### src/rtl/core/csfw_pkg.sv
// ----------------------------------------------------------------------------
// csfw_pkg
// Types and constants shared by the counting semaphore core modules.
// ----------------------------------------------------------------------------
package csfw_pkg;

   // Width of the semaphore count; the count saturates at its top value.
   localparam int unsigned COUNT_W = 16;
   localparam logic [COUNT_W-1:0] COUNT_MAX = {COUNT_W{1'b1}};

   // Default sizing of the waiter queue and the thread ids.
   localparam int unsigned DEF_MAX_WAITERS = 16;
   localparam int unsigned DEF_ID_BITS     = 8;

   // Register port.
   localparam int unsigned CSR_ADDR_W = 2;
   localparam int unsigned CSR_DATA_W = 32;
   localparam logic [CSR_ADDR_W-1:0] ADDR_INITIAL_COUNT = 2'd0;

   // Request kinds.
   localparam logic REQ_WAIT   = 1'b0;
   localparam logic REQ_SIGNAL = 1'b1;

   typedef enum logic [2:0] {
      OUT_GRANTED   = 3'd0,
      OUT_BLOCKED   = 3'd1,
      OUT_WOKEN     = 3'd2,
      OUT_NO_WAITER = 3'd3,
      OUT_FULL      = 3'd4
   } outcome_type;

   typedef enum logic {
      ST_IDLE = 1'b0,
      ST_EXEC = 1'b1
   } ctrl_state_type;

   // Commands from the controller to the datapath.
   typedef struct packed {
      logic exec;   // take the offered request and update the semaphore state
      logic load;   // move the staged result into the output register
   } dp_cmd_type;

endpackage

### src/rtl/core/counting_semaphore_fifo_waiters_core.sv
// ----------------------------------------------------------------------------
// counting_semaphore_fifo_waiters_core
// A counting semaphore with a FIFO of blocked thread ids. Each request beat on
// the req_ channel is a wait (req_type 0) or a signal (req_type 1); each one
// gives exactly one result beat on the rsp_ channel, in order. A wait is
// granted while the count is above zero, otherwise its thread id is queued,
// or refused when the queue is full; a signal adds one to the count
// (saturating) and wakes the oldest waiter, if any. One request per cycle is
// sustained while the receiver does not stall: the decision is taken as the
// request is accepted, with a registered read of the queue's head entry, and
// the staged result then enters the output register. When the receiver
// stalls, the result beat holds and at most one further request is taken,
// which waits in the staging registers; req_stall then rises until the output
// register drains. Reset empties the queue, clears initial_count and the
// count to zero and drops rsp_valid; the queue memory itself is not cleared.
// Writing initial_count loads the count at once and leaves queued waiters in
// place; the user must write it only while idle; the block does not enforce it.
// ----------------------------------------------------------------------------
module counting_semaphore_fifo_waiters_core #(
   parameter int unsigned MAX_WAITERS = csfw_pkg::DEF_MAX_WAITERS,
   parameter int unsigned ID_BITS     = csfw_pkg::DEF_ID_BITS
) (
   input  logic                             clock,
   input  logic                             reset,
   // Request channel
   input  logic                             req_valid,
   output logic                             req_stall,
   input  logic                             req_type,
   input  logic [ID_BITS-1:0]               req_thread_id,
   // Result channel
   output logic                             rsp_valid,
   input  logic                             rsp_stall,
   output logic [2:0]                       rsp_outcome,
   output logic [ID_BITS-1:0]               rsp_woken_id,
   output logic [csfw_pkg::COUNT_W-1:0]     rsp_count_now,
   // Register port
   input  logic                             csr_psel,
   input  logic                             csr_penable,
   input  logic                             csr_pwrite,
   input  logic [csfw_pkg::CSR_ADDR_W-1:0]  csr_paddr,
   input  logic [csfw_pkg::CSR_DATA_W-1:0]  csr_pwdata,
   output logic [csfw_pkg::CSR_DATA_W-1:0]  csr_prdata,
   output logic                             csr_pready
);

   csfw_pkg::dp_cmd_type         cmd;
   logic                         cfg_we;
   logic [csfw_pkg::COUNT_W-1:0] cfg_rdata;
   logic                         sel_initial_count;

   // The register port never inserts wait states. A write to any address
   // other than initial_count is dropped, and reads there return zero.
   assign csr_pready        = 1'b1;
   assign sel_initial_count = (csr_paddr == csfw_pkg::ADDR_INITIAL_COUNT);
   assign cfg_we            = csr_psel && csr_penable && csr_pwrite && sel_initial_count;
   assign csr_prdata        = sel_initial_count ? csfw_pkg::CSR_DATA_W'(cfg_rdata) : '0;

   // The controller owns the handshakes; the datapath holds all payload state.
   csfw_ctrl u_ctrl (
      .clock     (clock),
      .reset     (reset),
      .req_valid (req_valid),
      .req_stall (req_stall),
      .rsp_valid (rsp_valid),
      .rsp_stall (rsp_stall),
      .cmd       (cmd)
   );

   csfw_datapath #(
      .MAX_WAITERS (MAX_WAITERS),
      .ID_BITS     (ID_BITS)
   ) u_datapath (
      .clock         (clock),
      .reset         (reset),
      .cmd           (cmd),
      .cfg_we        (cfg_we),
      .cfg_wdata     (csr_pwdata[csfw_pkg::COUNT_W-1:0]),
      .cfg_rdata     (cfg_rdata),
      .req_type      (req_type),
      .req_thread_id (req_thread_id),
      .rsp_outcome   (rsp_outcome),
      .rsp_woken_id  (rsp_woken_id),
      .rsp_count_now (rsp_count_now)
   );

endmodule

### src/rtl/core/csfw_ctrl.sv
// ----------------------------------------------------------------------------
// csfw_ctrl
// Handshake controller: accepts requests and paces the result register.
// ----------------------------------------------------------------------------
module csfw_ctrl (
   input  logic                  clock,
   input  logic                  reset,
   input  logic                  req_valid,
   output logic                  req_stall,
   output logic                  rsp_valid,
   input  logic                  rsp_stall,
   output csfw_pkg::dp_cmd_type  cmd
);

   csfw_pkg::ctrl_state_type state_ff, state_in;
   logic rsp_valid_ff, rsp_valid_in;
   logic out_free;

   // The output register can take a new beat when it is empty or being drained.
   assign out_free = !rsp_valid_ff || !rsp_stall;

   always_ff @(posedge clock) begin
      if (reset) begin
         state_ff     <= csfw_pkg::ST_IDLE;
         rsp_valid_ff <= 1'b0;
      end else begin
         state_ff     <= state_in;
         rsp_valid_ff <= rsp_valid_in;
      end
   end

   always_comb begin
      state_in  = state_ff;
      cmd.exec  = 1'b0;
      cmd.load  = 1'b0;
      req_stall = 1'b1;
      case (state_ff)
         csfw_pkg::ST_IDLE: begin
            req_stall = 1'b0;
            if (req_valid) begin
               cmd.exec = 1'b1;
               state_in = csfw_pkg::ST_EXEC;
            end
         end
         csfw_pkg::ST_EXEC: begin
            if (out_free) begin
               cmd.load  = 1'b1;
               req_stall = 1'b0;
               if (req_valid) begin
                  cmd.exec = 1'b1;
               end else begin
                  state_in = csfw_pkg::ST_IDLE;
               end
            end
         end
         default: begin
            state_in = csfw_pkg::ST_IDLE;
         end
      endcase
   end

   assign rsp_valid_in = cmd.load ? 1'b1 : (rsp_valid_ff && rsp_stall);
   assign rsp_valid    = rsp_valid_ff;

endmodule

### src/rtl/core/csfw_datapath.sv
// ----------------------------------------------------------------------------
// csfw_datapath
// Semaphore count, waiter queue memory, staged result and output register.
// ----------------------------------------------------------------------------
module csfw_datapath #(
   parameter int unsigned MAX_WAITERS = csfw_pkg::DEF_MAX_WAITERS,
   parameter int unsigned ID_BITS     = csfw_pkg::DEF_ID_BITS
) (
   input  logic                          clock,
   input  logic                          reset,
   input  csfw_pkg::dp_cmd_type          cmd,
   input  logic                          cfg_we,
   input  logic [csfw_pkg::COUNT_W-1:0]  cfg_wdata,
   output logic [csfw_pkg::COUNT_W-1:0]  cfg_rdata,
   input  logic                          req_type,
   input  logic [ID_BITS-1:0]            req_thread_id,
   output logic [2:0]                    rsp_outcome,
   output logic [ID_BITS-1:0]            rsp_woken_id,
   output logic [csfw_pkg::COUNT_W-1:0]  rsp_count_now
);

   localparam int unsigned PTR_W  = $clog2(MAX_WAITERS);
   localparam int unsigned FILL_W = $clog2(MAX_WAITERS + 1);
   localparam logic [PTR_W-1:0]  PTR_LAST = PTR_W'(MAX_WAITERS - 1);
   localparam logic [FILL_W-1:0] FILL_TOP = FILL_W'(MAX_WAITERS);

   logic [csfw_pkg::COUNT_W-1:0] initial_count_ff;
   logic [csfw_pkg::COUNT_W-1:0] count_ff, count_in;
   logic [PTR_W-1:0]             head_ff, head_in;
   logic [PTR_W-1:0]             tail_ff, tail_in;
   logic [FILL_W-1:0]            fill_ff, fill_in;
   logic                         push;
   csfw_pkg::outcome_type        outcome_in;

   logic [ID_BITS-1:0]           queue_mem [MAX_WAITERS];
   logic [ID_BITS-1:0]           head_data_ff;

   csfw_pkg::outcome_type        stage_outcome_ff;
   logic [csfw_pkg::COUNT_W-1:0] stage_count_ff;

   csfw_pkg::outcome_type        rsp_outcome_ff;
   logic [ID_BITS-1:0]           rsp_woken_id_ff;
   logic [csfw_pkg::COUNT_W-1:0] rsp_count_now_ff;

   // Decision for one request, from the state held before it.
   always_comb begin
      count_in   = count_ff;
      head_in    = head_ff;
      tail_in    = tail_ff;
      fill_in    = fill_ff;
      push       = 1'b0;
      outcome_in = csfw_pkg::OUT_GRANTED;
      if (req_type == csfw_pkg::REQ_WAIT) begin
         if (count_ff != '0) begin
            count_in   = count_ff - 1'b1;
            outcome_in = csfw_pkg::OUT_GRANTED;
         end else if (fill_ff != FILL_TOP) begin
            push       = 1'b1;
            tail_in    = (tail_ff == PTR_LAST) ? '0 : tail_ff + 1'b1;
            fill_in    = fill_ff + 1'b1;
            outcome_in = csfw_pkg::OUT_BLOCKED;
         end else begin
            outcome_in = csfw_pkg::OUT_FULL;
         end
      end else begin
         if (count_ff != csfw_pkg::COUNT_MAX) begin
            count_in = count_ff + 1'b1;
         end
         if (fill_ff != '0) begin
            head_in    = (head_ff == PTR_LAST) ? '0 : head_ff + 1'b1;
            fill_in    = fill_ff - 1'b1;
            outcome_in = csfw_pkg::OUT_WOKEN;
         end else begin
            outcome_in = csfw_pkg::OUT_NO_WAITER;
         end
      end
   end

   // Control state of the semaphore and its register.
   always_ff @(posedge clock) begin
      if (reset) begin
         initial_count_ff <= '0;
         count_ff         <= '0;
         head_ff          <= '0;
         tail_ff          <= '0;
         fill_ff          <= '0;
      end else if (cfg_we) begin
         initial_count_ff <= cfg_wdata;
         count_ff         <= cfg_wdata;
      end else if (cmd.exec) begin
         count_ff <= count_in;
         head_ff  <= head_in;
         tail_ff  <= tail_in;
         fill_ff  <= fill_in;
      end
   end

   // Waiter queue: one write port at the tail, registered read at the head.
   always_ff @(posedge clock) begin
      if (cmd.exec && push) begin
         queue_mem[tail_ff] <= req_thread_id;
      end
   end

   always_ff @(posedge clock) begin
      if (cmd.exec) begin
         head_data_ff <= queue_mem[head_ff];
      end
   end

   // Result staged alongside the registered read of the head entry.
   always_ff @(posedge clock) begin
      if (cmd.exec) begin
         stage_outcome_ff <= outcome_in;
         stage_count_ff   <= count_in;
      end
   end

   always_ff @(posedge clock) begin
      if (cmd.load) begin
         rsp_outcome_ff   <= stage_outcome_ff;
         rsp_count_now_ff <= stage_count_ff;
         rsp_woken_id_ff  <= (stage_outcome_ff == csfw_pkg::OUT_WOKEN) ? head_data_ff : '0;
      end
   end

   assign cfg_rdata     = initial_count_ff;
   assign rsp_outcome   = rsp_outcome_ff;
   assign rsp_woken_id  = rsp_woken_id_ff;
   assign rsp_count_now = rsp_count_now_ff;

endmodule

### config.mk
export PLATFORM = sky130hd
export DESIGN_NAME = counting_semaphore_fifo_waiters_core
export DESIGN_NICKNAME = d
export VERILOG_FILES = /design/src/rtl/core/csfw_pkg.sv /design/src/rtl/core/counting_semaphore_fifo_waiters_core.sv /design/src/rtl/core/csfw_ctrl.sv /design/src/rtl/core/csfw_datapath.sv
export SDC_FILE = /design/constraint.sdc
export NUM_CORES = 1
export LEC_CHECK = 0
export ABC_AREA = 1
export CORE_MARGIN = 3
export CORE_UTILIZATION = 55
export DETAILED_ROUTE_END_ITERATION = 12
export DONT_BUFFER_PORTS = 1
export PLACE_DENSITY_LB_ADDON = 0.05
export SYNTH_ARGS = -nofsm -noshare
export SYNTH_HDL_FRONTEND = slang
export SYNTH_SLANG_ARGS = --single-unit
### constraint.sdc
create_clock -name clock -period 2.1 [get_ports clock]
set_clock_uncertainty 0.05 [all_clocks]
set_input_delay 0 -clock clock [delete_from_list [all_inputs] [get_ports clock]]
set_output_delay 0 -clock clock [all_outputs]
set_load 0.1 [all_outputs]
* After elaboration in Yosys (flattened, before gate mapping)
Memory sizes are Yosys's and may differ from the RTL's. A register that Yosys moved wholly into a read port is not among the register bits.
Cells that the tools add are included.
** Operators by class
- Bitwise logic cells :: 4
- Muxes and demuxes :: 30
- Reduce and logical (&&, ||, !) cells :: 16
- Equality and inequality tests :: 7
- Add/sub/neg operators :: 6
** Operators by type and width (number)
- two-way mux 16 bit :: 6
- two-way mux 5 bit :: 4
- adder 16 x 1 -> 16 bit (second input constant) :: 1
- inequality test 16 bit (second input constant) :: 1
- nonzero test 16 bit :: 1
- subtractor 16 x 1 -> 16 bit (second input constant) :: 1
- two-way mux 1 bit :: 11
- AND reduction 5 bit :: 2
- two-way mux 3 bit :: 3
- adder 4 x 1 -> 4 bit (second input constant) :: 2
- equality test 4 bit (second input constant) :: 2
- two-way mux 4 bit :: 2
- case mux 1 bit (2 select lines) :: 3
- adder 5 x 1 -> 5 bit (second input constant) :: 1
- logical AND 1 bit :: 5
- inequality test 5 bit (second input constant) :: 1
- nonzero test 5 bit :: 1
- subtractor 5 x 1 -> 5 bit (second input constant) :: 1
- inverter 1 bit :: 4
- AND reduction 4 bit :: 1
- nonzero test 2 bit :: 2
- equality test 3 x 2 -> 1 bit (second input constant) :: 1
- zero test 1 bit :: 2
- zero test 2 bit :: 1
- 4 further kinds :: 4
** Word-level totals
- RAM bits :: 128
- Flip-flop bits (word level) :: 93
- Memories kept :: 1
- Input port bits :: 50
- Word-level logic and storage cells :: 76
- Output and inout bits :: 62
** Memory list
- u_datapath.queue_mem :: depth 16, width 8, read ports 1, clocked after memory_dff 1, wr ports 1, line csfw_datapath.sv:35 : logic [ID_BITS-1:0] queue_mem [MAX_WAITERS];

* Logic depth before layout (Yosys ltp)
- Depth after elaboration :: 7
- Depth in mapped cells :: 12
- Depth with buffers taken out :: 12

* Cells and area by module
Synthesis repeated with hierarchy kept, for this count alone.
** Second synthesis, totals
- Cells, all modules :: 1009
- Area total of the unflattened synthesis :: 10596.4 sq um
** By module, submodules not included
- csfw_datapath :: sequential area each 6366.1 sq um, cells an instance 940, instances 1, area an instance 10167.3 sq um
- counting_semaphore_fifo_waiters_core :: sequential area each 0.0 sq um, cells an instance 57, instances 1, area an instance 337.8 sq um
- csfw_ctrl :: sequential area each 40.0 sq um, cells an instance 12, instances 1, area an instance 91.3 sq um

* Worst setup path after synthesis
OpenSTA, ideal clock, no wires.
- Kind :: register to register
- From :: reg u_ctrl.rsp_valid_ff (netlist: u_ctrl.rsp_valid)
- To :: reg u_datapath.count_ff[3] (netlist bit)
- Setup slack :: -471 ps
- Buffers on the path :: 1
- Cell stages (with the launch flop) :: 11
- Library setup time :: 128 ps
- Data required time :: 1922 ps
- Data arrival time :: 2393 ps
- Clock period less this slack :: 2571 ps
- Cell sequence :: dfxtp_1 nand2_1 inv_1 nand2_1 nand2_1 inv_1 nand2_1 inv_1 buf_4 a21oi_1 nor2_1
** RTL lines
- from (decl) :: line csfw_ctrl.sv:16 : logic rsp_valid_ff, rsp_valid_in;
- from (signal assigned) :: line csfw_ctrl.sv:28 : rsp_valid_ff <= rsp_valid_in;
- to (signal assigned) :: line csfw_datapath.sv:89 : count_ff <= cfg_wdata;
- to (signal assigned) :: line csfw_datapath.sv:91 : count_ff <= count_in;
- to (decl) :: line csfw_datapath.sv:28 : logic [csfw_pkg::COUNT_W-1:0] count_ff, count_in;

* Worst setup path after layout
- From :: reg u_datapath.count_ff[6] (netlist bit)
- To :: mem u_datapath.queue_mem[11][4] (netlist bit) (enable)
** Between the ends
- Word-level cells in the longest chain between the ends :: 6
** Ends and longest elaborated chain
- nonzero test 16 bit :: line csfw_datapath.sv:54 : if (count_ff != '0) begin
- two-way mux 1 bit :: line csfw_datapath.sv:54
- two-way mux 1 bit :: line csfw_datapath.sv:53 : if (req_type == csfw_pkg::REQ_WAIT) begin
- logical AND 1 bit :: line csfw_datapath.sv:100 : if (cmd.exec && push) begin
- two-way mux 1 bit :: line csfw_datapath.sv:100
- two-way mux 1 bit (not written as such) :: line csfw_datapath.sv:101 : queue_mem[tail_ff] <= req_thread_id;
- to (decl) :: line csfw_datapath.sv:35
Every way passes these cells.

==> impl_metrics.csv <==
group,metric,value,unit
setup_path,start_kind,"flop",
placement,dp_hpwl,17100,um
die,io_pins,112,
setup_path,worstSetupPathType,"reg2reg",
final_layout,drive_above_1_share,15.77,%
clock_network,cts_buffers,24,
clock_network,cts-root-buf,"clkbuf_16",
final_layout,final_nets,1198,
die,dieArea,0.02044,sq mm
setup_path,r2r_cells,8,
sta,drv_slew,0,
synthesis,syn_area,0.01032,sq mm
placement,place.gp.congestion,0.9274,
sta,hold_viol,4,
sta,rsz0062_at_grt,"true",
sta,fmax,0.4869,GHz
synthesis,synth.distinct_cells,44,
die,initial_core_util,56.67,%
setup_path,r2r_slack,50,ps
synthesis,ys_ff_latch,229,
global_route,grt_pass1_vias,7206,
synthesis,avgSynthCellArea,9.989,sq um
setup_path,r2r_end,"u_datapath.queue_mem[11][4]",
setup_path,cp_data_required_time,2260,ps
setup_path,worstSetupStartpoint,"u_datapath.count_ff[6]",
sta,worstMarginPinSlew,907.2,ps
worst_hold_path,hold_class,"in2reg",
placement,portBuffers,0,
sta,setup_viol,0,
drt,firstDrtPassIters,7,
clock_network,cts_tree,"built",
pwr,p_leak,4.769,nW
global_route,grt_overflow,0,
global_route,track_usage,25.23,%
drt,met2_length,11040,um
die,die_w,143.0,um
drt,wl_met3,2429,um
setup_path,timing.rr.start,"u_datapath.count_ff[6]",
drt,num_vias,7747,
synthesis,ys_warn_count,0,
final_layout,antenna_cells,0,
drt,via_per_inst,5.602,
run_status,failed_checks,"hold timing",
final_layout,final_util,67.53,%
drt,wl_per_cell,18.39,um
pwr,p_per_area,913.0,mW/mm^2
pwr,finalPower,11.23,mW
die,num_rows,49,
die,core,0.01821,sq mm
clock_network,clk_latency,510,ps
synthesis,yosysSeqAreaShare,62.08,%
drt,antenna_left,0,
setup_path,worst_setup_path_end_kind,"flop",
job,drv_cap,0,
final_layout,syn2layout_area_growth,19.17,%
setup_path,arrival,2220,ps
sta,relSlewSlack,39.65,%
run_status,run_status,"finished with violations",
global_route,antenna_found_initial,0,
global_route,grt_max_degree,67,
clock_network,clockBufferDepth,3,
setup_path,path_max_fanout,8,
global_route,grt_pass1_wl,39830,um
drt,remaining_drc_errors,0,
die,dieHeight,143.0,um
synthesis,syn_inst,1033,
drt,drt-met1-wl,11590,um
sta,whs,-16.66,ps
pwr,vdd_drop_max,0.6647,mV
sta,fin_crit,2054,ps
clock_network,cts_max_level,1,
clock_network,clkSinkCount,229,
sta,finalCritPeriodShare,97.81,%
final_layout,layout_common_cells,"edfxtp_1, nand2_1, nor2_1",
setup_path,endpoint,"u_datapath.queue_mem[11][4]",
drt,drt_wl_total,25430,um
drt,highest_layer,"met4",
final_layout,final_common_cell,"edfxtp_1",
drt,drt_iter0_markers,966,
clock_network,clk_pin_slew,60,ps
==> stage by stage <==
step	cell area (sq um)	setup WS, ps	TNS, ps	cells	hold slack [ps]
finish	12300	46.03	0	1383	-16.66
global route	12300	-62.92	-3859	1383	31.17
CTS	12280	28.25	0	1382	-471.2
detailed placement	11020	41.84	0	1297	18.25
global placement	11020	76.25	0	1297	18.74
floorplan	10390	-1.522	-1.522	1048	48.87
==> worst max-delay path, stage by stage (launching register included) <==
cell     delay, ps
dfxtp_1        320
nor2_2         200
nand2_2        100
nor2_1         170
nand4_1        170
nor2_2         220
nand2_1        200
nor2_1         150
buf_4          180
==> what timing repair did <==
action / in CTS / in global routing
hold buffers: 41 / 1
resized for setup: 0 / 3
endpoints found under the setup margin: 0 / 131
setup buffers: 0 / 0
endpoints found under the hold margin: 193 / 37
==> final cells by class <==
type                    instances  area [sq um]
fillers                      1416          5912
repair buffers                123          1064
well taps                     229         286.5
clock inverters                17         207.7
flip-flops and latches        229          6411
multi-input cells             665          3342
inverters                      93         352.8
clock buffers                  27         633.1
==> per-layer routing <==
layer  vias to the layer above  global-route usage (%)
met5                         -                       0
met4                         0                   4.752
met3                        32                   5.526
met2                       366                   36.70
met1                      3635                   39.55
li1                       3714                       -
==> state kept, by name, indices dropped and copies added (netlist names) <==
register                     count
u_datapath.fill_ff               5
u_datapath.stage_count_ff       16
u_datapath.tail_ff               4
u_datapath.rsp_count_now        16
u_datapath.stage_outcome_ff      3
u_datapath.head_data_ff          8
u_datapath.queue_mem           128
u_ctrl.state_ff                  1
u_datapath.rsp_woken_id          8
u_datapath.count_ff             16
u_ctrl.rsp_valid                 1
u_datapath.rsp_outcome           3
u_datapath.cfg_rdata            16
u_datapath.head_ff               4
==> worst min-delay path by stage <==
stage,slack (ps),cells after the start,to,from
floorplan,50,0,u_datapath.queue_mem[0][0],req_thread_id[0]
global placement,20,1,u_datapath.count_ff[0],reset
detailed placement,20,1,u_datapath.count_ff[0],reset
CTS,-470,0,u_datapath.stage_outcome_ff[1],req_type
global route,30,5,u_datapath.count_ff[0],req_type
finish,-20,5,u_datapath.count_ff[14],req_type
==> cell families after synthesis <==
family	after synthesis	share of synthesized area (%)
buffers and inverters	154	6.608
DFF	229	62.08
xor gates and xnor gates	14	1.188
AOI/OAI and AO/OA	186	10.03
other	2	0.07278
adders and majority gates	12	1.528
and+or+nand+nor	436	18.49
==> cell usage after synthesis (all sizes together) <==
library cell	number	area [sq um]
o31ai	1	7.510
nand4	14	93.84
o22ai	19	118.9
o211ai	5	37.54
nand3b	2	15.01
or2	2	12.52
xor2	13	113.9
nand3	63	320.3
nor3	2	10.01
a21oi	49	256.5
conb	2	7.510
or3b	1	8.760
nand2	194	765.7
inv	90	337.8
o21ai	97	485.5
ha	11	137.6
and2	1	6.260
xnor2	1	8.760
dfxtp	47	940.9
fa	1	20.02
o21a	1	7.510
buf	31	217.7
clkinv	3	11.26
a21boi	1	7.510
clkbuf	30	115.1
o221ai	13	113.9
edfxtp	182	5465
and3	1	6.260
nor2	156	669.4
==> power by group <==
group	leakage (nW)	internal (mW)	switching, mW
logic	2.30	0.442	1.14
registers	2.06	5.07	0.156
clock network	0.410	2.68	1.74
No activity file was read; power rests on OpenSTA's default activity.
